$ cat config.mk
export PLATFORM = sky130hd
export DESIGN_NAME = tjlik_sqrt
export DESIGN_NICKNAME = d
export VERILOG_FILES = /design/src/rtl/tjlik_pkg.sv /design/src/rtl/tjlik_sqrt.sv
export SDC_FILE = /design/constraint.sdc
export NUM_CORES = 1
export LEC_CHECK = 0
export CORE_ASPECT_RATIO = 1.1
export CORE_UTILIZATION = 30
export DETAILED_ROUTE_END_ITERATION = 7
export DONT_BUFFER_PORTS = 1
export PLACE_DENSITY = 0.4
export SYNTH_ARGS = -nofsm -noshare
export SYNTH_HDL_FRONTEND = slang
export SYNTH_SLANG_ARGS = --single-unit
$ cat constraint.sdc
create_clock -name clk_i -period 3.3 [get_ports clk_i]
set_input_delay 0.99 -clock clk_i [delete_from_list [all_inputs] [get_ports clk_i]]
set_output_delay 0.99 -clock clk_i [all_outputs]
set_load 0.1 [all_outputs]
$ cat src/rtl/tjlik_pkg.sv
// Shared constants and helpers for the three-joint leg inverse kinematics core.
// Holds fixed-point formats, the CORDIC arctangent table and output rounding.
// No dependencies.
`default_nettype none

package tjlik_pkg;

  // Default number of CORDIC micro-rotations
  localparam int CordicStages = 14;

  // Angle width inside the CORDIC (Q16 radians, signed)
  localparam int AngW = 20;
  // Width of one link-length register
  localparam int CfgW = 14;
  // Width of the tibia cosine (Q16, range -1..+1)
  localparam int CosW = 18;
  // Width of the Q16 output values before rounding
  localparam int QW = 24;

  localparam logic signed [AngW-1:0] HalfPiQ16 = 20'sd102944;
  localparam logic [15:0] InvKQ16 = 16'd39797;
  localparam logic signed [CosW-1:0] OneQ16 = 18'sd65536;

  // Configuration register indexes
  localparam logic [1:0] RegCoxa  = 2'd0;
  localparam logic [1:0] RegFemur = 2'd1;
  localparam logic [1:0] RegTibia = 2'd2;

  // round(atan(2^-i) * 2^16), zero from i = 17 on
  function automatic int atan_q16(int idx);
    int v;
    begin
      case (idx)
        0:       v = 51472;
        1:       v = 30386;
        2:       v = 16055;
        3:       v = 8150;
        4:       v = 4091;
        5:       v = 2047;
        6:       v = 1024;
        7:       v = 512;
        8:       v = 256;
        9:       v = 128;
        10:      v = 64;
        11:      v = 32;
        12:      v = 16;
        13:      v = 8;
        14:      v = 4;
        15:      v = 2;
        16:      v = 1;
        default: v = 0;
      endcase
      return v;
    end
  endfunction

  // Q16 to Q12: add half an LSB, floor, saturate to 16 bits
  function automatic logic signed [15:0] to_q12(logic signed [QW-1:0] v);
    logic signed [QW-1:0] t;
    begin
      t = (v + 24'sd8) >>> 4;
      if (t > 24'sd32767) begin
        return 16'sh7fff;
      end else if (t < -24'sd32768) begin
        return 16'sh8000;
      end
      return t[15:0];
    end
  endfunction

endpackage

`default_nettype wire

$ cat src/rtl/tjlik_sqrt.sv
// Pipelined floor integer square root of a 33-bit value, one result bit a stage.
// Gives the tibia sine in Q16 from 2^32 - c^2.
// Depends on tjlik_pkg.
`default_nettype none

module tjlik_sqrt #(
  parameter int TW = 1
) (
  input  logic          clk_i,
  input  logic          rst_ni,
  input  logic          valid_i,
  input  logic [32:0]   val_i,
  input  logic [TW-1:0] tag_i,
  output logic          valid_o,
  output logic [16:0]   root_o,
  output logic [TW-1:0] tag_o
);
  import tjlik_pkg::*;

  localparam int Steps = 17;
  localparam int RW    = 34;

  logic [Steps:0]    vld_q;
  logic [RW-1:0]     rem_q [Steps+1];
  logic [RW-1:0]     res_q [Steps+1];
  logic [TW-1:0]     tag_q [Steps+1];

  always_ff @(posedge clk_i or negedge rst_ni) begin
    if (!rst_ni) begin
      vld_q <= '0;
    end else begin
      vld_q <= {vld_q[Steps-1:0], valid_i};
    end
  end

  always_ff @(posedge clk_i) begin
    rem_q[0] <= {1'b0, val_i};
    res_q[0] <= '0;
    tag_q[0] <= tag_i;
  end

  // Try the next power of four against the remainder
  for (genvar j = 0; j < Steps; j++) begin : g_step
    localparam logic [RW-1:0] Bit = RW'(1) << (2 * (Steps - 1 - j));
    logic [RW-1:0] trial_w;
    assign trial_w = res_q[j] + Bit;
    always_ff @(posedge clk_i) begin
      if (rem_q[j] >= trial_w) begin
        rem_q[j+1] <= rem_q[j] - trial_w;
        res_q[j+1] <= (res_q[j] >> 1) + Bit;
      end else begin
        rem_q[j+1] <= rem_q[j];
        res_q[j+1] <= res_q[j] >> 1;
      end
      tag_q[j+1] <= tag_q[j];
    end
  end

  assign valid_o = vld_q[Steps];
  assign root_o  = res_q[Steps][16:0];
  assign tag_o   = tag_q[Steps];

endmodule

`default_nettype wire

Word-level counts from Yosys, hierarchy flattened
Memories as Yosys holds them, arrays and structs flattened. Cells that the tools add are included. W data, S select, Z words.

$add $sub $neg: 51. $mul: 0. Div/mod/pow operators: 0. Order comparisons: 17. Eq/ne operators: 0. Shift-type cells: 0. Mux-type cells: 85. Bitwise logic cells: 34. Reductions and logical operators: 0.

Operators by type and width (number): $mux W34 (34); $ge A34 B34 Y1 (17); $sub A34 B34 Y34 (17); $mux W1 (51); $add A33 B1 Y34 const B (1); $add A33 B11 Y34 const B (1); $add A33 B13 Y34 const B (1); $add A33 B15 Y34 const B (1); $add A33 B17 Y34 const B (1); $add A33 B19 Y34 const B (1); $add A33 B21 Y34 const B (1); $add A33 B23 Y34 const B (1); $add A33 B25 Y34 const B (1); $add A33 B27 Y34 const B (1); $add A33 B29 Y34 const B (1); $add A33 B3 Y34 const B (1); $add A33 B31 Y34 const B (1); $add A33 B33 Y34 const B (1); $add A33 B5 Y34 const B (1); $add A33 B7 Y34 const B (1); $add A33 B9 Y34 const B (1); $add A34 B1 Y34 const B (1); $add A34 B11 Y34 const B (1); $add A34 B13 Y34 const B (1); 15 further kinds (48).

Flip-flop bits (word level): 18. Latch bits: 0. Memory bits (writable): 1242. ROM bits: 0. Input port bits: 37. Logic and storage cells: 191. Memories: 3.

Memories: rem_q (words 18, bits a word 34, read ports 17, clocked after memory_dff 0, wr ports 18, RTL line tjlik_sqrt.sv:24) `logic [RW-1:0] rem_q [Steps+1];`; res_q (words 18, bits a word 34, read ports 18, clocked after memory_dff 0, wr ports 18, RTL line tjlik_sqrt.sv:25) `logic [RW-1:0] res_q [Steps+1];`; tag_q (words 18, bits a word 1, read ports 18, clocked after memory_dff 0, wr ports 18, RTL line tjlik_sqrt.sv:26) `logic [TW-1:0] tag_q [Steps+1];`.

Depth between registers and ports, before layout
Word-level depth: 5. Mapped depth: 11. Depth with buffers taken out: 10.

Worst setup path after synthesis
No wires, ideal clock.

Kind: register -> register. Start point: mem res_q[13][20]. End point: mem rem_q[14][28] (netlist: rem_q[7][28]). Setup time: 0.118 ns. Arrival time: 2.580 ns. Data required time: 3.182 ns. Slack: 0.601 ns. Cell stages (with the launch flop): 12. Path buffers: 2. Cells stage by stage: dfxtp_1 inv_1 ha_1 clkbuf_1 nand2_1 or3_1 o311ai_1 a211o_1 buf_4 inv_2 or4_1 xnor2_1.

RTL lines (RTL line): start: declaration (tjlik_sqrt.sv:25); end: declaration (tjlik_sqrt.sv:24).

==> parameters.txt <==
Parameter                              Value

Run status
  Outcome ... complete, no violations

Floorplan
  Core Area ... 91000 um^2
  Floorplan die width ... 291 um
  Height of the chip ... 320 um
  Total I/O pin count ... 56
  Die Outline Area ... 93200 um^2
  Standard-cell row count ... 116
  Starting utilization of the core area ... 0.303

Setup path
  Buffer and inverter count on the worst path ... 2
  Maximum fanout encountered on the critical timing path ... 11
  Reg-to-reg setup timing slack ... 0.31 ns
  Peak per-stage delay on the critical path ... 0.54 ns
  Nature of the critical path endpoint ... flip-flop
  Category of the most critical setup path ... flip-flop to flip-flop
  Kind of launch point of the worst setup path ... flip-flop
  Crit-path cells ... inv_1, ha_1, nor4b_1, nand4_1, o311ai_1, a211o_2, inv_2, or4_1, xnor2_1
  Data arrival time at the worst-slack endpoint ... 3.50 ns
  Slowest-stage cell, CP ... or4_1
  Critical path required time ... 3.81 ns
  Category of cells accounting for the largest share of critical-path delay ... simple AND/OR/NAND/NOR gates

Detailed routing
  Antenna violation net count after detailed routing ... 0
  Initial DRC count ... 817
  Post-detailed-route wirelength per cell ... 16.5 um
  Total detailed-routing wirelength ... 65.0 mm
  DRC errors left ... 0
  1st-pass router iterations ... 5
  Number of vias per cell after detailed routing ... 4.61
  Overall via count from detail_route ... 18182

Clock tree
  Number of levels the H-tree was split into ... 3
  Clock root cell ... clkbuf_16
  Clock insertion delay at the later pin of the skew report ... 0.65 ns
  Clock slew at the register clock pins of the worst setup and hold paths ... 0.06 ns
  Number of sinks handled by clock tree synthesis ... 766
  Num CTS Buffers ... 83
  Longest Clk Path Bufs ... 3
  Clock tree from TritonCTS ... yes

Finish
  Layout cell share with drive strength beyond 1 ... 0.0882
  Post-route core utilization ... 0.353
  Number of nets in the layout ... 2905
  Area grow syn2layout ... 16.4%
  Post-route design area ... 32100 um^2
  Ant diodes ... 0

Logic synthesis
  Ys Warns ... 0
  Cell variety after synth ... 82
  Post-synth ARST share ... 0.0235
  Flip-flop and latch count after synthesis ... 766
  Cell type with the highest aggregate area in the netlist ... dfxtp_1
  Number of instances in the synthesized netlist ... 2607
  Mapped Avg Cell Area ... 10.6 um^2
  Cell area after technology mapping ... 27600 um^2
  Area share of the largest cell type after synthesis ... 0.543
  Most frequent cell after synthesis ... dfxtp_1
  Cell types occupying the most area after synthesis ... dfxtp_1 54%, ha_1 7.5%, xnor2_1 3.6%
  Number of enable-type register cells in the synthesized netlist ... 0
  Sequential-to-total area share from yosys stat ... 0.559
  Most frequent cells after synthesis ... 748 x dfxtp_1, 203 x inv_1, 166 x ha_1, 150 x nor2_1, 135 x nand2_1
  Main synth FF type ... dfxtp_1

Timing
  Final Skew ... 0.0485 ns
  Setup violations, final ... 0
  Minimum setup slack in the final design ... 0.308 ns
  Final clock period utilization by the worst path ... 0.907
  F_max ... 334 MHz
  Aggregate negative setup slack ... 0 ns
  Clock period minus worst slack ... 2.99 ns
  Headroom to the max-slew limit ... 0.346
  Actual transition at the worst max-transition pin ... 0.980 ns
  RSZ-0062 raised after global routing ... no
  Number of hold violations in the final report ... 0
  Fin. max-slew vios ... 0

Pwr
  Static power due to leakage ... 14.3 nW
  Peak VDD IR ... 0.470 mV
  Power density of the placed cells ... 931 nW/um^2

Global routing
  Vias in the first global route ... 19035
  Overflow after GRT ... 0
  Antenna violations before repair ... 0
  Maximum number of pins on one net before global-route repair ... 25
  Overall routing resource usage ... 0.139
  Global-route wire length before repair ... 103 mm

Placed design
  Routability congestion estimate from global placement ... 0.864
  Placement-stage cell area ... 29200 um^2
  Detailed placement HPWL ... 51.2 mm
  IO buf count ... 0
  Placement Setup Slack ... 0.0289 ns

Hold path
  Min-delay worst type ... flip-flop to flip-flop

Job
  Total of max-cap violations ... 0
[what timing repair did]
item | 4_1_cts | 5_1_grt
buffers inserted | 0 | 0
hold buffers | 1 | 0
gates resized for setup | 1 | 1
pin swaps | 0 | 0
endpoints found under the hold margin | 18 | 0
setup endpoints to repair | 1 | 3
[cell type report]
cell class	instances	area [um^2]
fill	9005	58900
timing repair buffer	46	360
inverter	206	773
sequential	766	15400
clock inverter	37	527
tap	1180	1480
clock buffer	111	2320
multi-input combinational	1599	11200
[worst reg2reg max path, stage by stage, from the launching register on]
cell      delay, ns
dfxtp_1        0.32
inv_1          0.05
ha_1           0.32
nor4b_1        0.41
nand4_1        0.29
o311ai_1       0.35
a211o_2        0.30
inv_2          0.15
or4_1          0.54
xnor2_1        0.14
[cells by family after synthesis]
family                     Yosys count  share of synthesized area
buffers and inverters              243                     0.0345
muxes                               34                     0.0136
xor gates and xnor gates           215                     0.0683
DFF                                766                      0.559
adders and majority gates          166                     0.0753
and+or+nand+nor                    732                      0.141
other                                1                   0.000136
AOI/OAI and AO/OA                  450                      0.108
[where the power goes]
| part | internal, mW | leakage [nW] | switching [mW] |
|---|---|---|---|
| registers | 11.3 | 6.49 | 1.84 |
| clock network | 5.49 | 1.39 | 3.88 |
| logic | 3.40 | 6.43 | 3.96 |
[state kept, by name, indices dropped and copies added (netlist names)]
signal  count
rem_q     577
vld_q      18
res_q     153
tag_q      18
[per-stage QoR]
step | hold WS (ns) | instances | power, mW
3_3_place_gp | 0.313 | 3796 | 20.8
2_1_floorplan | 0.310 | 2608 | 18.3
3_5_place_dp | 0.312 | 3796 | 20.8
4_1_cts | 0.293 | 3945 | 30.4
6_report | 0.323 | 3945 | 29.9
5_1_grt | 0.307 | 3945 | 31.8
[metal layers]
metal,vias to the layer above,GRT usage,part of all wire
li1,9263,-,-
met1,8481,0.149,0.41
met2,285,0.257,0.51
met3,153,0.0222,0.032
met4,0,0.0796,0.050
met5,-,0,0
[cells in the final DEF, fill, tap and decap left out, types with 15 or more instances in the layout]
| master | count |
|---|---|
| dfrtp_1 | 18 |
| dfxtp_1 | 748 |
| a21o_1 | 43 |
| or3_1 | 32 |
| nand2_1 | 135 |
| nor3_1 | 96 |
| mux2_2 | 28 |
| clkbuf_16 | 83 |
| nand4_1 | 34 |
| nand3_1 | 44 |
| nand2b_1 | 22 |
| and2_1 | 21 |
| inv_1 | 203 |
| nor2b_1 | 19 |
| xor2_1 | 101 |
| xnor2_1 | 114 |
| a21oi_1 | 122 |
| clkinv_2 | 19 |
| a211oi_1 | 15 |
| or4_1 | 18 |
| and3_1 | 16 |
| buf_4 | 44 |
| o21ai_0 | 96 |
| nor2_1 | 150 |
| o31ai_1 | 18 |
| ha_1 | 166 |
| nor4_1 | 70 |
| o21a_1 | 39 |
[final timing paths]
kind                                   start            to  depth (start not counted)
worst max register to register  res_q[13][8]  rem_q[7][28]                          9
worst min-delay path               tag_q[13]     tag_q[14]                          0
worst min register to register     tag_q[13]     tag_q[14]                          0
max in group asynchronous             rst_ni      vld_q[9]                          1
worst max-delay path            res_q[13][8]  rem_q[7][28]                          9
min in group asynchronous             rst_ni      vld_q[3]                          1
Power figures use the tool's default switching activity.
