### src/rtl/tjlik_pkg.sv
// Shared constants and helpers for the three-joint leg inverse kinematics core.
// Holds fixed-point formats, the CORDIC arctangent table and output rounding.
// No dependencies.
`default_nettype none

package tjlik_pkg;

  // Default number of CORDIC micro-rotations
  localparam int CordicStages = 14;

  // Angle width inside the CORDIC (Q16 radians, signed)
  localparam int AngW = 20;
  // Width of one link-length register
  localparam int CfgW = 14;
  // Width of the tibia cosine (Q16, range -1..+1)
  localparam int CosW = 18;
  // Width of the Q16 output values before rounding
  localparam int QW = 24;

  localparam logic signed [AngW-1:0] HalfPiQ16 = 20'sd102944;
  localparam logic [15:0] InvKQ16 = 16'd39797;
  localparam logic signed [CosW-1:0] OneQ16 = 18'sd65536;

  // Configuration register indexes
  localparam logic [1:0] RegCoxa  = 2'd0;
  localparam logic [1:0] RegFemur = 2'd1;
  localparam logic [1:0] RegTibia = 2'd2;

  // round(atan(2^-i) * 2^16), zero from i = 17 on
  function automatic int atan_q16(int idx);
    int v;
    begin
      case (idx)
        0:       v = 51472;
        1:       v = 30386;
        2:       v = 16055;
        3:       v = 8150;
        4:       v = 4091;
        5:       v = 2047;
        6:       v = 1024;
        7:       v = 512;
        8:       v = 256;
        9:       v = 128;
        10:      v = 64;
        11:      v = 32;
        12:      v = 16;
        13:      v = 8;
        14:      v = 4;
        15:      v = 2;
        16:      v = 1;
        default: v = 0;
      endcase
      return v;
    end
  endfunction

  // Q16 to Q12: add half an LSB, floor, saturate to 16 bits
  function automatic logic signed [15:0] to_q12(logic signed [QW-1:0] v);
    logic signed [QW-1:0] t;
    begin
      t = (v + 24'sd8) >>> 4;
      if (t > 24'sd32767) begin
        return 16'sh7fff;
      end else if (t < -24'sd32768) begin
        return 16'sh8000;
      end
      return t[15:0];
    end
  endfunction

endpackage

`default_nettype wire

### src/rtl/tjlik_div.sv
// Pipelined restoring divider for the tibia cosine, one quotient bit a stage.
// Quotient is truncated toward zero and saturated to +/-1.0 in Q16.
// Depends on tjlik_pkg.
`default_nettype none

module tjlik_div #(
  parameter int NumW = 47,
  parameter int DenW = 29,
  parameter int TW   = 1
) (
  input  logic                               clk_i,
  input  logic                               rst_ni,
  input  logic                               valid_i,
  input  logic [NumW-1:0]                    num_i,
  input  logic                               neg_i,
  input  logic [DenW-1:0]                    den_i,
  input  logic [TW-1:0]                      tag_i,
  output logic                               valid_o,
  output logic signed [tjlik_pkg::CosW-1:0]  cos_o,
  output logic [TW-1:0]                      tag_o
);
  import tjlik_pkg::*;

  localparam int QBits = 17;

  logic [QBits+1:0]    vld_q;
  logic [NumW-1:0]     rem_q [QBits+1];
  logic [DenW-1:0]     den_q [QBits+1];
  logic [QBits-1:0]    quo_q [QBits+1];
  logic                sat_q [QBits+1];
  logic                neg_q [QBits+1];
  logic [TW-1:0]       tag_q [QBits+2];

  logic [CosW-1:0]     mag_w;
  logic signed [CosW-1:0] cos_q;

  always_ff @(posedge clk_i or negedge rst_ni) begin
    if (!rst_ni) begin
      vld_q <= '0;
    end else begin
      vld_q <= {vld_q[QBits:0], valid_i};
    end
  end

  // Flag quotients of 2^17 and above up front
  always_ff @(posedge clk_i) begin
    rem_q[0] <= num_i;
    den_q[0] <= den_i;
    quo_q[0] <= '0;
    sat_q[0] <= num_i >= (NumW'(den_i) << QBits);
    neg_q[0] <= neg_i;
    tag_q[0] <= tag_i;
  end

  // Subtract the shifted divisor where it fits
  for (genvar j = 0; j < QBits; j++) begin : g_bit
    localparam int K = QBits - 1 - j;
    logic [NumW-1:0] sub_w;
    assign sub_w = NumW'(den_q[j]) << K;
    always_ff @(posedge clk_i) begin
      if (rem_q[j] >= sub_w) begin
        rem_q[j+1] <= rem_q[j] - sub_w;
        quo_q[j+1] <= quo_q[j] | (QBits'(1) << K);
      end else begin
        rem_q[j+1] <= rem_q[j];
        quo_q[j+1] <= quo_q[j];
      end
      den_q[j+1] <= den_q[j];
      sat_q[j+1] <= sat_q[j];
      neg_q[j+1] <= neg_q[j];
      tag_q[j+1] <= tag_q[j];
    end
  end

  // Clamp to one, apply sign
  assign mag_w = (sat_q[QBits] || (quo_q[QBits] > QBits'(65536))) ?
                 CosW'(OneQ16) : CosW'(quo_q[QBits]);

  always_ff @(posedge clk_i) begin
    cos_q          <= neg_q[QBits] ? -$signed(mag_w) : $signed(mag_w);
    tag_q[QBits+1] <= tag_q[QBits];
  end

  assign valid_o = vld_q[QBits+1];
  assign cos_o   = cos_q;
  assign tag_o   = tag_q[QBits+1];

endmodule

`default_nettype wire

### config.mk
export PLATFORM = sky130hd
export DESIGN_NAME = tjlik_div
export DESIGN_NICKNAME = d
export VERILOG_FILES = /design/src/rtl/tjlik_pkg.sv /design/src/rtl/tjlik_div.sv
export SDC_FILE = /design/constraint.sdc
export NUM_CORES = 2
export LEC_CHECK = 0
export BUFFER_PORTS_ARGS = -buffer_cell sky130_fd_sc_hd__buf_4
export CAP_MARGIN = 15
export CORE_MARGIN = 5
export CORE_UTILIZATION = 45
export CTS_CLUSTER_SIZE = 16
export DETAILED_ROUTE_END_ITERATION = 7
export GPL_ROUTABILITY_DRIVEN = 0
export GPL_TIMING_DRIVEN = 0
export PLACE_DENSITY_LB_ADDON = 0.1
export REMOVE_ABC_BUFFERS = 1
export SYNTH_ARGS = -nofsm -noshare
export SYNTH_HDL_FRONTEND = slang
export SYNTH_SLANG_ARGS = --single-unit
### constraint.sdc
create_clock -name clk_i -period 11.2 [get_ports clk_i]
set_clock_uncertainty 0.15 [all_clocks]
set_input_delay 1.68 -clock clk_i [delete_from_list [all_inputs] [get_ports clk_i]]
set_output_delay 1.68 -clock clk_i [all_outputs]
set_load 0.05 [all_outputs]
* Yosys cells after proc, flatten, opt, wreduce, memory -nomap -nowiden
Memory sizes are Yosys's and may differ from the RTL's.
Cells that the tools add are included.
** Storage, ports and cells
- Latch bits :: 0
- RAM bits :: 1729
- Memories :: 6
- Register bits :: 37
- Input port bits :: 81
- Word-level logic and storage cells :: 167
- ROM bits :: 0
** Operators by class
- Order comparisons :: 19
- Equal/unequal tests :: 0
- Reduce and logical (&&, ||, !) cells :: 1
- Bitwise operators :: 34
- Multiply operators :: 0
- Shifts and indexed selects :: 0
- $add $sub $neg :: 18
- Multiplexer cells :: 87
- Divide/modulo/power cells :: 0
** Memories
- rem_q :: depth 18, width 47, rd ports 17, clocked after memory_dff 0, wr ports 18, RTL line tjlik_div.sv:27 : logic [NumW-1:0] rem_q [QBits+1];
- den_q :: depth 18, width 29, rd ports 17, clocked after memory_dff 0, wr ports 18, RTL line tjlik_div.sv:28 : logic [DenW-1:0] den_q [QBits+1];
- quo_q :: depth 18, width 17, rd ports 18, clocked after memory_dff 0, wr ports 18, RTL line tjlik_div.sv:29 : logic [QBits-1:0] quo_q [QBits+1];
- tag_q :: depth 19, width 1, rd ports 19, clocked after memory_dff 0, wr ports 19, RTL line tjlik_div.sv:32 : logic [TW-1:0] tag_q [QBits+2];
- neg_q :: depth 18, width 1, rd ports 18, clocked after memory_dff 0, wr ports 18, RTL line tjlik_div.sv:31 : logic neg_q [QBits+1];
- sat_q :: depth 18, width 1, rd ports 18, clocked after memory_dff 0, wr ports 18, RTL line tjlik_div.sv:30 : logic sat_q [QBits+1];
** Operators by type and width (number)
- $mux 47 :: 17
- $mux 17 :: 18
- $mux 1 :: 51
- $ge 47x29->1 :: 1
- $ge 47x30->1 :: 1
- $ge 47x31->1 :: 1
- $ge 47x32->1 :: 1
- $ge 47x33->1 :: 1
- $ge 47x34->1 :: 1
- $ge 47x35->1 :: 1
- $ge 47x36->1 :: 1
- $ge 47x37->1 :: 1
- $ge 47x38->1 :: 1
- $ge 47x39->1 :: 1
- $ge 47x40->1 :: 1
- $ge 47x41->1 :: 1
- $ge 47x42->1 :: 1
- $ge 47x43->1 :: 1
- $ge 47x44->1 :: 1
- $ge 47x45->1 :: 1
- $ge 47x46->1 :: 1
- $sub 47x29->47 :: 1
- $sub 47x30->47 :: 1
- $sub 47x31->47 :: 1
- 19 further kinds :: 52

* Longest topological paths before layout
An unclocked memory read counts as a cell.
- Word-level depth :: 6
- Mapped depth :: 16
- Gate-level depth less buffers :: 15

* Worst setup path after synthesis
OpenSTA, ideal clock, no wires.
- Path kind :: input -> register
- Start point :: input den_i[11]
- End point :: memory sat_q[0]
- Setup time :: 0.058 ns
- Path slack :: 7.612 ns
- Data arrival time :: 3.379 ns
- Stages on the path :: 12
- Cell sequence :: inv_1 ha_1 nand4_1 nor4_1 nand3_1 or4_1 o211ai_1 a21o_1 a21oi_1 o21ai_0 o2111ai_1 nand2_1
** RTL lines
- start, declared :: RTL line tjlik_div.sv:16 : input logic [DenW-1:0] den_i,
- end, declared :: RTL line tjlik_div.sv:30

==> metrics <==
sequential element share of the synthesized area=46.0%; CTS Sinks=1537; type of the worst min-delay path=reg2reg; number of enable-type register cells in the synthesized netlist=0; post-route insts no fill=9482; Maximum Capacitance Violations=1; DIE WIDTH=slightly below 400 um; count of cells along the worst register-to-register path=12; async set or reset register ratio after synthesis=1.24%; failing checks=capacitance limit, slew limit; Final period util=43.9%; primary flip-flop cell chosen by synthesis mapping=sky130_fd_sc_hd__dfxtp_1; root cell of the clock tree=sky130_fd_sc_hd__clkbuf_16; status=finished with violations; drt wl/cell=16.4 um; end of the worst register-to-register path=rem_q[5][80]$_DFF_P_; post-route minimum period=4920 ps; DRT iter0 DRCs=2552; setup slack, reg-to-reg=6280 ps; Critical Path Sink=rem_q[5][80]$_DFF_P_; global-route wire length before repair=250000 um; leading cell types by total area after synthesis=sky130_fd_sc_hd__dfxtp_1 45%, sky130_fd_sc_hd__ha_1 9.8%, sky130_fd_sc_hd__o21ai_0 4.4%, sky130_fd_sc_hd__a21oi_1 4.1%, sky130_fd_sc_hd__inv_1 3.8%; max-slew violations=1; Fin. Hold Viols=0; TritonCTS clock tree=yes; number of buffers inserted during clock tree synthesis=166; FF-to-FF Start=den_q[10][1]$_DFF_P_; cts repair resizes=0; CP arrival=5430 ps; via-per-instance ratio=5.25; count of buffers inserted at the top-level ports=100; number of storage elements in the synthesis netlist=between 1500 and 2000; Leakage Power=0.0335 uW; row count=141; most congested layer reported by global routing=met2; cell area after synthesis=67000 um^2; vertical die dimension=396 um; Worst Path Max Fanout=41; total negative slack for setup checks=0 ps; Initial Utilization=45.3%; layout cell share with drive strength beyond 1=~7%; IO Count=101; Synth Warn #=0; CTS clock-pin slew for the worst setup and hold paths=60 ps; Worst Path Required=between 10000 and 15000 ps; Initial DRT Pass Iterations=5; grt ovf=0; met1 track demand over resource in global routing=a little under a fifth; Post-CTS Setup Repair Bufs=0; synth-to-layout area growth=13.0%; met3 usage in global routing=2.85%; Core Area=between 100000 and 150000 um^2; number of cells produced by synthesis=7307; critical path endpoint category=flop; CTS Hold Buffers Added=0; Crit Path Class=reg2reg; placed cells=~9200; share of the synthesized area in the top cell type=45.3%; NumNets Final=8036; Critical path origin=den_q[10][1]$_DFF_P_; cell area reported after detailed placement=70000 um^2; number of antenna violations at the first check in global routing=2; startpoint type of the worst setup path=flop; largest net degree at the start of global routing=53; clock latency on the worst-skew pair=780 ps; count of unique library cells instantiated by Yosys=96; final wirelength=156000 um; setup-violating endpoint count in the final report=0; DP Wirelength=about 120000 um; GRT Total Usage=between 15 and 20%; final core occ=between 50% and 60%; total power per unit cell area=297 nW/um^2; vias post-DR=49800; via count of the first global-routing pass=50900; RSZ-0062 raised after global routing=false; max_slew headroom=-0.292%; CTS H-tree depth=4; most common library cells after synthesis=1518 x sky130_fd_sc_hd__dfxtp_1, 679 x sky130_fd_sc_hd__inv_1, 666 x sky130_fd_sc_hd__nand2_1; cell with the most instances after synthesis=sky130_fd_sc_hd__dfxtp_1; Tightest Pin Transition=1490 ps; met2 track demand over resource in global routing=between 30% and 40%; IR drop worst, VDD=159 uV; residual DRC count=0; number of nets with antenna violations after routing=0; Final Instance Area=75700 um^2; FILL cells=approximately 14000; cell type with the largest total area after synthesis=sky130_fd_sc_hd__dfxtp_1; area of the die=approximately 160000 um^2; Highest Clock Rate=203 MHz; Clock Path Buffers=3; mean post-synth cell area=about 9.2 um^2
-- flip-flops by register name, indices dropped and copies added, names as in the netlist --
register,flops
sat_q,18
quo_q,153
den_q,493
rem_q,799
cos_o,18
neg_q,18
tag_q,19
vld_q,19
-- power by group --
group | switching, uW | internal, uW
sequential | 904 | 6930
combinational | 5160 | 3910
clock | 2190 | 3360
-- how the worst min path moves through the flow --
stage | from | end | slack, ps | cells after the start
floorplan | neg_q[9]$_DFF_P_ | neg_q[10]$_DFF_P_ | 160 | 0
global placement | neg_q[2]$_DFF_P_ | neg_q[3]$_DFF_P_ | 160 | 0
detailed placement | quo_q[16][1]$_DFF_P_ | quo_q[17][1]$_DFF_P_ | 160 | 0
CTS | quo_q[3][16]$_DFF_P_ | quo_q[4][16]$_DFF_P_ | 160 | 0
global route | quo_q[4][14]$_DFF_P_ | quo_q[5][14]$_DFF_P_ | 170 | 0
finish | sat_q[5]$_DFF_P_ | sat_q[6]$_DFF_P_ | 170 | 0
-- cell usage in the layout (no fill, tap or decap), drive strengths merged, types with 90 or more instances in the layout --
cell type,netlist,layout
ha,523,523
nand4,94,94
dfxtp,1518,1518
xor2,267,267
nor4,90,90
o21ai,590,590
inv,681,691
nand2,666,666
buf,22,125
nand3,124,124
a21oi,546,546
nor2,389,389
nor3,128,128
a21o,228,228
xnor2,279,279
clkbuf,162,241
-- layer usage --
metal	vias up	routed length, um	part of all wire (%)
li1	25600	-	-
met1	22600	57600	37
met2	1083	80200	51
met3	547	4940	3.2
met4	0	13000	8.3
met5	-	0	0
-- through the flow --
step	total power [uW]	hold slack (ps)	setup WS, ps
after floorplan	14700	160	5320
after global placement	16700	160	2540
after detailed placement	16900	162	6200
after CTS	22500	164	6160
after global routing	24100	171	6000
final	22500	166	6280
-- kinds of logic (layout without fill, tap and decap cells) --
kind of cell	count (synthesis)	count (layout)	share of synthesized area, %
other	0	1	0
DFF	1537	1537	46.0
buffers and inverters	868	1112	4.93
muxes	47	47	0.797
AOI/OAI and AO/OA	1868	1868	17.1
and+or+nand+nor	1902	1902	13.8
xor gates and xnor gates	546	546	7.13
adders and majority gates	539	539	10.2
-- critical path, stage by stage (launching register included) --
cell and delay [ps]:
sky130_fd_sc_hd__dfxtp_1 400, sky130_fd_sc_hd__inv_1 70, sky130_fd_sc_hd__ha_1 310, sky130_fd_sc_hd__a21oi_1 260
sky130_fd_sc_hd__o211ai_1 190, sky130_fd_sc_hd__a221oi_1 680, sky130_fd_sc_hd__nor3_1 200, sky130_fd_sc_hd__nor3b_1 410
sky130_fd_sc_hd__a21oi_1 290, sky130_fd_sc_hd__a31oi_4 400, sky130_fd_sc_hd__buf_12 230, sky130_fd_sc_hd__clkinv_1 640
sky130_fd_sc_hd__mux2_2 520
-- final cells by class --
class                      instances  area (um^2)  share of cell area, %
timing repair buffer             125         1120                   1.48
clock inverter                    62          832                   1.10
inverter                         684         2570                   3.39
antenna                            1         2.50                0.00331
tap                             1930         2410                   3.19
sequential                      1537        30900                   40.8
clock buffer                     241         4870                   6.43
multi-input combinational       4902        33000                   43.6
(Power assumes the default switching activity.)
