--- config.mk ---
export PLATFORM = sky130hd
export DESIGN_NAME = tjlik_cordic
export DESIGN_NICKNAME = d
export VERILOG_FILES = /design/src/rtl/tjlik_pkg.sv /design/src/rtl/tjlik_cordic.sv
export SDC_FILE = /design/constraint.sdc
export NUM_CORES = 2
export LEC_CHECK = 0
export BUFFER_PORTS_ARGS = -buffer_cell sky130_fd_sc_hd__buf_2
export CORE_ASPECT_RATIO = 2
export CORE_MARGIN = 1
export CORE_UTILIZATION = 35
export CTS_BUF_LIST = sky130_fd_sc_hd__clkbuf_4
export DETAILED_ROUTE_END_ITERATION = 10
export MAX_ROUTING_LAYER = met4
export RECOVER_POWER = 50
export SETUP_SLACK_MARGIN = 0.05
export SYNTH_ARGS = -nofsm -noshare
export SYNTH_HDL_FRONTEND = slang
export SYNTH_SLANG_ARGS = --single-unit
--- constraint.sdc ---
create_clock -name clk_i -period 7.2 [get_ports clk_i]
set_input_delay 1.8 -clock clk_i [delete_from_list [all_inputs] [get_ports clk_i]]
set_output_delay 1.8 -clock clk_i [all_outputs]
set_load 0.02 [all_outputs]
--- src/rtl/tjlik_pkg.sv ---
// Shared constants and helpers for the three-joint leg inverse kinematics core.
// Holds fixed-point formats, the CORDIC arctangent table and output rounding.
// No dependencies.
`default_nettype none

package tjlik_pkg;

  // Default number of CORDIC micro-rotations
  localparam int CordicStages = 14;

  // Angle width inside the CORDIC (Q16 radians, signed)
  localparam int AngW = 20;
  // Width of one link-length register
  localparam int CfgW = 14;
  // Width of the tibia cosine (Q16, range -1..+1)
  localparam int CosW = 18;
  // Width of the Q16 output values before rounding
  localparam int QW = 24;

  localparam logic signed [AngW-1:0] HalfPiQ16 = 20'sd102944;
  localparam logic [15:0] InvKQ16 = 16'd39797;
  localparam logic signed [CosW-1:0] OneQ16 = 18'sd65536;

  // Configuration register indexes
  localparam logic [1:0] RegCoxa  = 2'd0;
  localparam logic [1:0] RegFemur = 2'd1;
  localparam logic [1:0] RegTibia = 2'd2;

  // round(atan(2^-i) * 2^16), zero from i = 17 on
  function automatic int atan_q16(int idx);
    int v;
    begin
      case (idx)
        0:       v = 51472;
        1:       v = 30386;
        2:       v = 16055;
        3:       v = 8150;
        4:       v = 4091;
        5:       v = 2047;
        6:       v = 1024;
        7:       v = 512;
        8:       v = 256;
        9:       v = 128;
        10:      v = 64;
        11:      v = 32;
        12:      v = 16;
        13:      v = 8;
        14:      v = 4;
        15:      v = 2;
        16:      v = 1;
        default: v = 0;
      endcase
      return v;
    end
  endfunction

  // Q16 to Q12: add half an LSB, floor, saturate to 16 bits
  function automatic logic signed [15:0] to_q12(logic signed [QW-1:0] v);
    logic signed [QW-1:0] t;
    begin
      t = (v + 24'sd8) >>> 4;
      if (t > 24'sd32767) begin
        return 16'sh7fff;
      end else if (t < -24'sd32768) begin
        return 16'sh8000;
      end
      return t[15:0];
    end
  endfunction

endpackage

`default_nettype wire

--- src/rtl/tjlik_cordic.sv ---
// Pipelined vectoring CORDIC: angle and gain-corrected magnitude of (x, y).
// One register stage per micro-rotation plus pre-rotation and output stages.
// Depends on tjlik_pkg.
`default_nettype none

module tjlik_cordic #(
  parameter int W      = 28,
  parameter int STAGES = tjlik_pkg::CordicStages,
  parameter int TW     = 1
) (
  input  logic                               clk_i,
  input  logic                               rst_ni,
  input  logic                               valid_i,
  input  logic signed [W-1:0]                x_i,
  input  logic signed [W-1:0]                y_i,
  input  logic [TW-1:0]                      tag_i,
  output logic                               valid_o,
  output logic signed [tjlik_pkg::AngW-1:0]  ang_o,
  output logic signed [W-1:0]                mag_o,
  output logic [TW-1:0]                      tag_o
);
  import tjlik_pkg::*;

  logic [STAGES+1:0]       vld_q;
  logic signed [W-1:0]     x_q   [STAGES+1];
  logic signed [W-1:0]     y_q   [STAGES+1];
  logic signed [AngW-1:0]  z_q   [STAGES+1];
  logic                    zero_q[STAGES+1];
  logic [TW-1:0]           tag_q [STAGES+2];

  logic signed [W-1:0]     x0_d, y0_d;
  logic signed [AngW-1:0]  z0_d;
  logic signed [W+16:0]    prod_w, rnd_w;
  logic signed [AngW-1:0]  ang_q;
  logic signed [W-1:0]     mag_q;

  // Move the vector into the right half plane
  always_comb begin
    x0_d = x_i;
    y0_d = y_i;
    z0_d = '0;
    if (x_i < 0) begin
      if (y_i >= 0) begin
        x0_d = y_i;
        y0_d = -x_i;
        z0_d = HalfPiQ16;
      end else begin
        x0_d = -y_i;
        y0_d = x_i;
        z0_d = -HalfPiQ16;
      end
    end
  end

  // Advance valid bits
  always_ff @(posedge clk_i or negedge rst_ni) begin
    if (!rst_ni) begin
      vld_q <= '0;
    end else begin
      vld_q <= {vld_q[STAGES:0], valid_i};
    end
  end

  always_ff @(posedge clk_i) begin
    x_q[0]    <= x0_d;
    y_q[0]    <= y0_d;
    z_q[0]    <= z0_d;
    zero_q[0] <= (x_i == '0) && (y_i == '0);
    tag_q[0]  <= tag_i;
  end

  // One micro-rotation per stage
  for (genvar s = 0; s < STAGES; s++) begin : g_stage
    localparam logic signed [AngW-1:0] Atan = AngW'(atan_q16(s));
    always_ff @(posedge clk_i) begin
      if (y_q[s] >= 0) begin
        x_q[s+1] <= x_q[s] + (y_q[s] >>> s);
        y_q[s+1] <= y_q[s] - (x_q[s] >>> s);
        z_q[s+1] <= z_q[s] + Atan;
      end else begin
        x_q[s+1] <= x_q[s] - (y_q[s] >>> s);
        y_q[s+1] <= y_q[s] + (x_q[s] >>> s);
        z_q[s+1] <= z_q[s] - Atan;
      end
      zero_q[s+1] <= zero_q[s];
      tag_q[s+1]  <= tag_q[s];
    end
  end

  // Remove the CORDIC gain, round half up; force zero vector to angle zero
  assign prod_w = x_q[STAGES] * $signed({1'b0, InvKQ16});
  assign rnd_w  = prod_w + (W+17)'(32768);

  always_ff @(posedge clk_i) begin
    mag_q            <= rnd_w[W+15:16];
    ang_q            <= zero_q[STAGES] ? '0 : z_q[STAGES];
    tag_q[STAGES+1]  <= tag_q[STAGES];
  end

  assign valid_o = vld_q[STAGES+1];
  assign ang_o   = ang_q;
  assign mag_o   = mag_q;
  assign tag_o   = tag_q[STAGES+1];

endmodule

`default_nettype wire

**After elaboration in Yosys (flattened, before gate mapping)**

Memories as Yosys holds them, arrays and structs flattened. A register that Yosys moved wholly into a read port is not among the register bits.
Index checks and enable logic that the tools add are counted.

- Shift-type cells: 0
- Equal/unequal tests: 0
- Multiply operators: 1
- Bitwise operators: 42
- Mux-type cells: 90
- Divide/modulo/power cells: 0
- Reduce and logical (&&, ||, !) cells: 3
- Add/sub/neg operators: 86
- $lt $le $gt $ge: 16

Operators with widths:

| cell | count |
|---|---|
| 28-bit 2-to-1 mux | 32 |
| 28-bit by 1-bit greater-or-equal comparator with 1-bit output, second input constant | 15 |
| 20-bit 2-to-1 mux | 16 |
| 28-bit by 15-bit adder with 28-bit output | 2 |
| 28-bit by 16-bit adder with 28-bit output | 2 |
| 28-bit by 17-bit adder with 28-bit output | 2 |
| 28-bit by 18-bit adder with 28-bit output | 2 |
| 28-bit by 19-bit adder with 28-bit output | 2 |
| 28-bit by 20-bit adder with 28-bit output | 2 |
| 28-bit by 21-bit adder with 28-bit output | 2 |
| 28-bit by 22-bit adder with 28-bit output | 2 |
| 28-bit by 23-bit adder with 28-bit output | 2 |
| 28-bit by 24-bit adder with 28-bit output | 2 |
| 28-bit by 25-bit adder with 28-bit output | 2 |
| 28-bit by 26-bit adder with 28-bit output | 2 |
| 28-bit by 27-bit adder with 28-bit output | 2 |
| 28-bit zero test | 2 |
| 28-bit negator | 2 |
| 28-bit by 15-bit subtractor with 28-bit output | 2 |
| 28-bit by 16-bit subtractor with 28-bit output | 2 |
| 28-bit by 17-bit subtractor with 28-bit output | 2 |
| 28-bit by 18-bit subtractor with 28-bit output | 2 |
| 28-bit by 19-bit subtractor with 28-bit output | 2 |
| 28-bit by 20-bit subtractor with 28-bit output | 2 |
| 41 further kinds | 133 |

- Bits in latches: 0
- Bits in writable memories: 1171
- Input port bits: 60
- Bits in registers: 44
- Memories kept: 5
- ROM bits: 0
- Logic and storage cells: 245

Memory list:

| memory | depth | bits a word | read ports | clocked after Yosys merged registers in | write ports | RTL line | text |
|---|---|---|---|---|---|---|---|
| x_q | 15 | 28 | 15 | 0 | 15 | tjlik_cordic.sv:25 | `logic signed [W-1:0] x_q [STAGES+1];` |
| y_q | 15 | 28 | 14 | 0 | 15 | tjlik_cordic.sv:26 | `logic signed [W-1:0] y_q [STAGES+1];` |
| z_q | 15 | 20 | 15 | 1 | 15 | tjlik_cordic.sv:27 | `logic signed [AngW-1:0] z_q [STAGES+1];` |
| tag_q | 16 | 1 | 16 | 0 | 16 | tjlik_cordic.sv:29 | `logic [TW-1:0] tag_q [STAGES+2];` |
| zero_q | 15 | 1 | 15 | 0 | 15 | tjlik_cordic.sv:28 | `logic zero_q[STAGES+1];` |

**Depth between registers and ports, before layout**

- Depth in word-level cells: 4
- Gate-level depth with buffers: 23

**Least setup slack after synthesis**

Ideal clock, no wire load.

- Path type: register to register
- Start: mem x_q[14][4], in the netlist x_q[1][172]
- End: reg mag_q[24], in the netlist mag_o[24]
- Setup time: 0.120 ns
- Arrival time: 5.766 ns
- Path buffers: 0
- Clock period less this slack: 5.885 ns
- Cell stages (with the launch flop): 22
- Path slack: 1.315 ns
- Path through: dfxtp_1 -> ha_1 -> fa_1 -> inv_1 -> fa_1 -> inv_1 -> fa_1 -> fa_1 -> inv_1 -> fa_1 -> inv_1 -> ha_1 -> a21oi_1 -> o21ai_0 -> a221oi_1 -> nor2_1 -> o31a_1 -> o31a_1 -> or3_1 -> nand3_1 -> a21boi_0 -> o31a_1

RTL lines:

| what | RTL line | text |
|---|---|---|
| start: declaration | tjlik_cordic.sv:25 |  |
| end signal: assignment | tjlik_cordic.sv:95 | `mag_q <= rnd_w[W+15:16];` |
| end: declaration | tjlik_cordic.sv:35 | `logic signed [W-1:0] mag_q;` |

==> results.cfg <==
[grt]
grt_pass1_wl_microns = 463000
first_global_vias = 80529
antenna_found_initial = 33
overflow = 0
grt.total_usage_pct = 25.3
grt_max_degree = 80

[timing]
final_hold_viol_count = 0
rsz0062_at_grt = no
tightest_slew_ns = 3.66
min_period_ns = 6.92
setup_viol = 0
finalMaxSlewViolations = 469
fmax_mhz = 145
period_share_pct = 96.1
max-slew-margin-rel_pct = -144
fin_tns_setup_ns = 0
clock_skew_ns = 0.120

[clock_network]
clock_sinks = 1155
post_cts_buffers = 0
cts_inserted_buffers = 304
cts-root-buf = clkbuf_4
cts_resized = 0
cts.reportedPaths.clkPinSlew_ns = 0.06
htree_levels = 5
cts_buffer_depth = 4
hold_buffers = 0
clk_latency_ns = 1.29
cts_tree = done

[floorplanning]
num_io_pins = 110
die_y_microns = 710
die_w_microns = 356
dieArea_sq_um = 253000
initial_core_util_pct = 35.2
core_area_sq_um = 249000
fp-row-count = 259

[logic_synthesis]
ys.flop_type = dfxtp_1
syn-cell-area_sq_um = 87800
synth_area_leaders = dfxtp_1 26%, ha_1 17%, xnor2_1 8.7%
yosys.area.top_type = dfxtp_1
synthArstFlopShare_pct = 1.39
synth_top_area_share_pct = 26.0
synth_edf_count = 0
synth_cells = 10020
synth_seq_cells = 1155
synth.distinct_cells = 87
syn_area_per_cell_sq_um = 8.76
seq_area_frac_synth_pct = 26.4
yosys_warnings = 0

[drt]
num_vias = 75377
viasPerCell = 5.40
final_antenna_net_count = 0
drcViolationCount = 22
first_iter_violations = 3002
drt_wl_total_microns = 314000
dr.pass1.iters = 10
wire_per_inst_microns = 22.5

[critical_path]
worstSetupStartpointType = flip-flop
critical_path.max_fanout = 43
critical_path_arrival_ns = 8.04
worstSetupPathType = reg -> reg
cp.required_ns = 8.32
worstSetupEndpointType = flip-flop

[min_path]
hold_path_class = reg -> reg

[status]
status = complete, but fails checks
violations = DRC, capacitance limit, slew limit

[flow_run]
maxCapViolCount = 11

[final_layout]
finalNetCount = 11907
syn_to_final_growth_pct = 9.85
drive_above_1_share_pct = 6.57

[placement]
gp_congestion = 1.02
io_buffers = 109
hpwl_microns = 261000
## area by class of cell
cell class / instances / area [sq um]
antenna: 66 / 165
clock buffer: 398 / 2990
clock inverter: 119 / 687
fill: 25204 / 153000
inverter: 784 / 2940
multi-input combinational: 8008 / 61400
sequential: 1155 / 23200
tap: 3262 / 4080
timing repair buffer: 177 / 986
## kinds of logic after synthesis
kind of cell | share of synthesized area, %
mux | 0.410
compound gates | 19.9
other cells | 0.00427
xor+xnor | 13.3
buf+inv | 4.00
flops | 26.4
fa+ha+maj | 22.4
simple gates | 13.5
## synth_stat cells, types with 71 or more instances
cell type and count:
nand2_1 565, nor3_1 213, nand2b_1 130, nor2b_1 155, o31ai_1 157, a21oi_1 819
clkbuf_1 128, o21a_1 101, nor2_1 645, a21o_1 349, inv_1 780, dfxtp_1 1139
nand3_1 183, a211oi_1 71, o21bai_1 152, or4_1 81, o41ai_1 79, fa_1 258
xnor2_1 869, ha_1 1159, or3_1 113, o21ai_0 548, xor2_1 464
## placed cells by master, fill, tap and decap left out, types with 349 or more instances in the layout
cell / synthesis / final
a21o_1: 349 / 349
a21oi_1: 819 / 819
clkbuf_4: 0 / 399
dfxtp_1: 1139 / 1139
ha_1: 1159 / 1159
inv_1: 780 / 780
nand2_1: 565 / 565
nor2_1: 645 / 645
o21ai_0: 548 / 547
xnor2_1: 869 / 869
xor2_1: 464 / 464
## metal layers
layer,vias to the layer above,global-route usage [%],share of wire (%)
met5,-,-,0
met4,0,31.6,15
met3,1540,4.59,3.7
met2,2154,51.2,57
met1,35201,14.3,24
li1,36482,-,-
## sequential cells by signal, summed over array words and instances (netlist names)
signal  count
y_q       378
tag_q      16
x_q       420
mag_o      28
zero_q     15
z_q       262
vld_q      16
ang_o      20
## metrics by stage
| stage | utilization (%) | area (sq um) | std cells | setup WS, ns | hold WS, ns |
|---|---|---|---|---|---|
| 2_1_floorplan | - | 88100 | 10097 | 1.31 | 0.310 |
| 3_3_place_gp | 37.2 | 92700 | 13385 | 0.359 | 0.314 |
| 3_5_place_dp | 37.2 | 92700 | 13385 | 0.427 | 0.312 |
| 4_1_cts | 38.7 | 96400 | 13902 | 0.341 | 0.295 |
| 5_1_grt | 38.7 | 96500 | 13968 | 0.118 | 0.273 |
| 6_report | 38.7 | 96500 | 13969 | 0.282 | 0.302 |
## final timing paths
| path | start | end | slack (ns) | cells past startpoint |
|---|---|---|---|---|
| worst min-delay path | z_q[6][5]$_DFF_P_ | z_q[7][5]$_DFF_P_ | 0.30 | 0 |
| worst min register to register | z_q[6][5]$_DFF_P_ | z_q[7][5]$_DFF_P_ | 0.30 | 0 |
| worst max register to register | y_q[1][55]$_DFF_P_ | y_q[1][80]$_DFF_P_ | 0.28 | 14 |
| max in group asynchronous | rst_ni | vld_q[15]$_DFF_PN0_ | 6.01 | 1 |
| worst max-delay path | y_q[1][55]$_DFF_P_ | y_q[1][80]$_DFF_P_ | 0.28 | 14 |
| min in group asynchronous | rst_ni | vld_q[14]$_DFF_PN0_ | 0.62 | 1 |
## worst max-delay path: stages, from the launching register on
cell and delay, ns:
dfxtp_1 0.59, clkbuf_1 1.68, o21ai_0 0.39, xor2_1 0.58, ha_1 0.41, a21oi_1 0.45, nor3b_1 0.13, a31oi_1 0.16
o311ai_0 0.31, a2111oi_0 0.92, o41a_1 0.37, o221ai_1 0.28, a21o_1 0.25, a21oi_1 0.17, xnor2_1 0.13
Power is left out: the tool's default activity adds up to more than one toggle a clock period on the data nets, which glitch-free logic cannot reach.
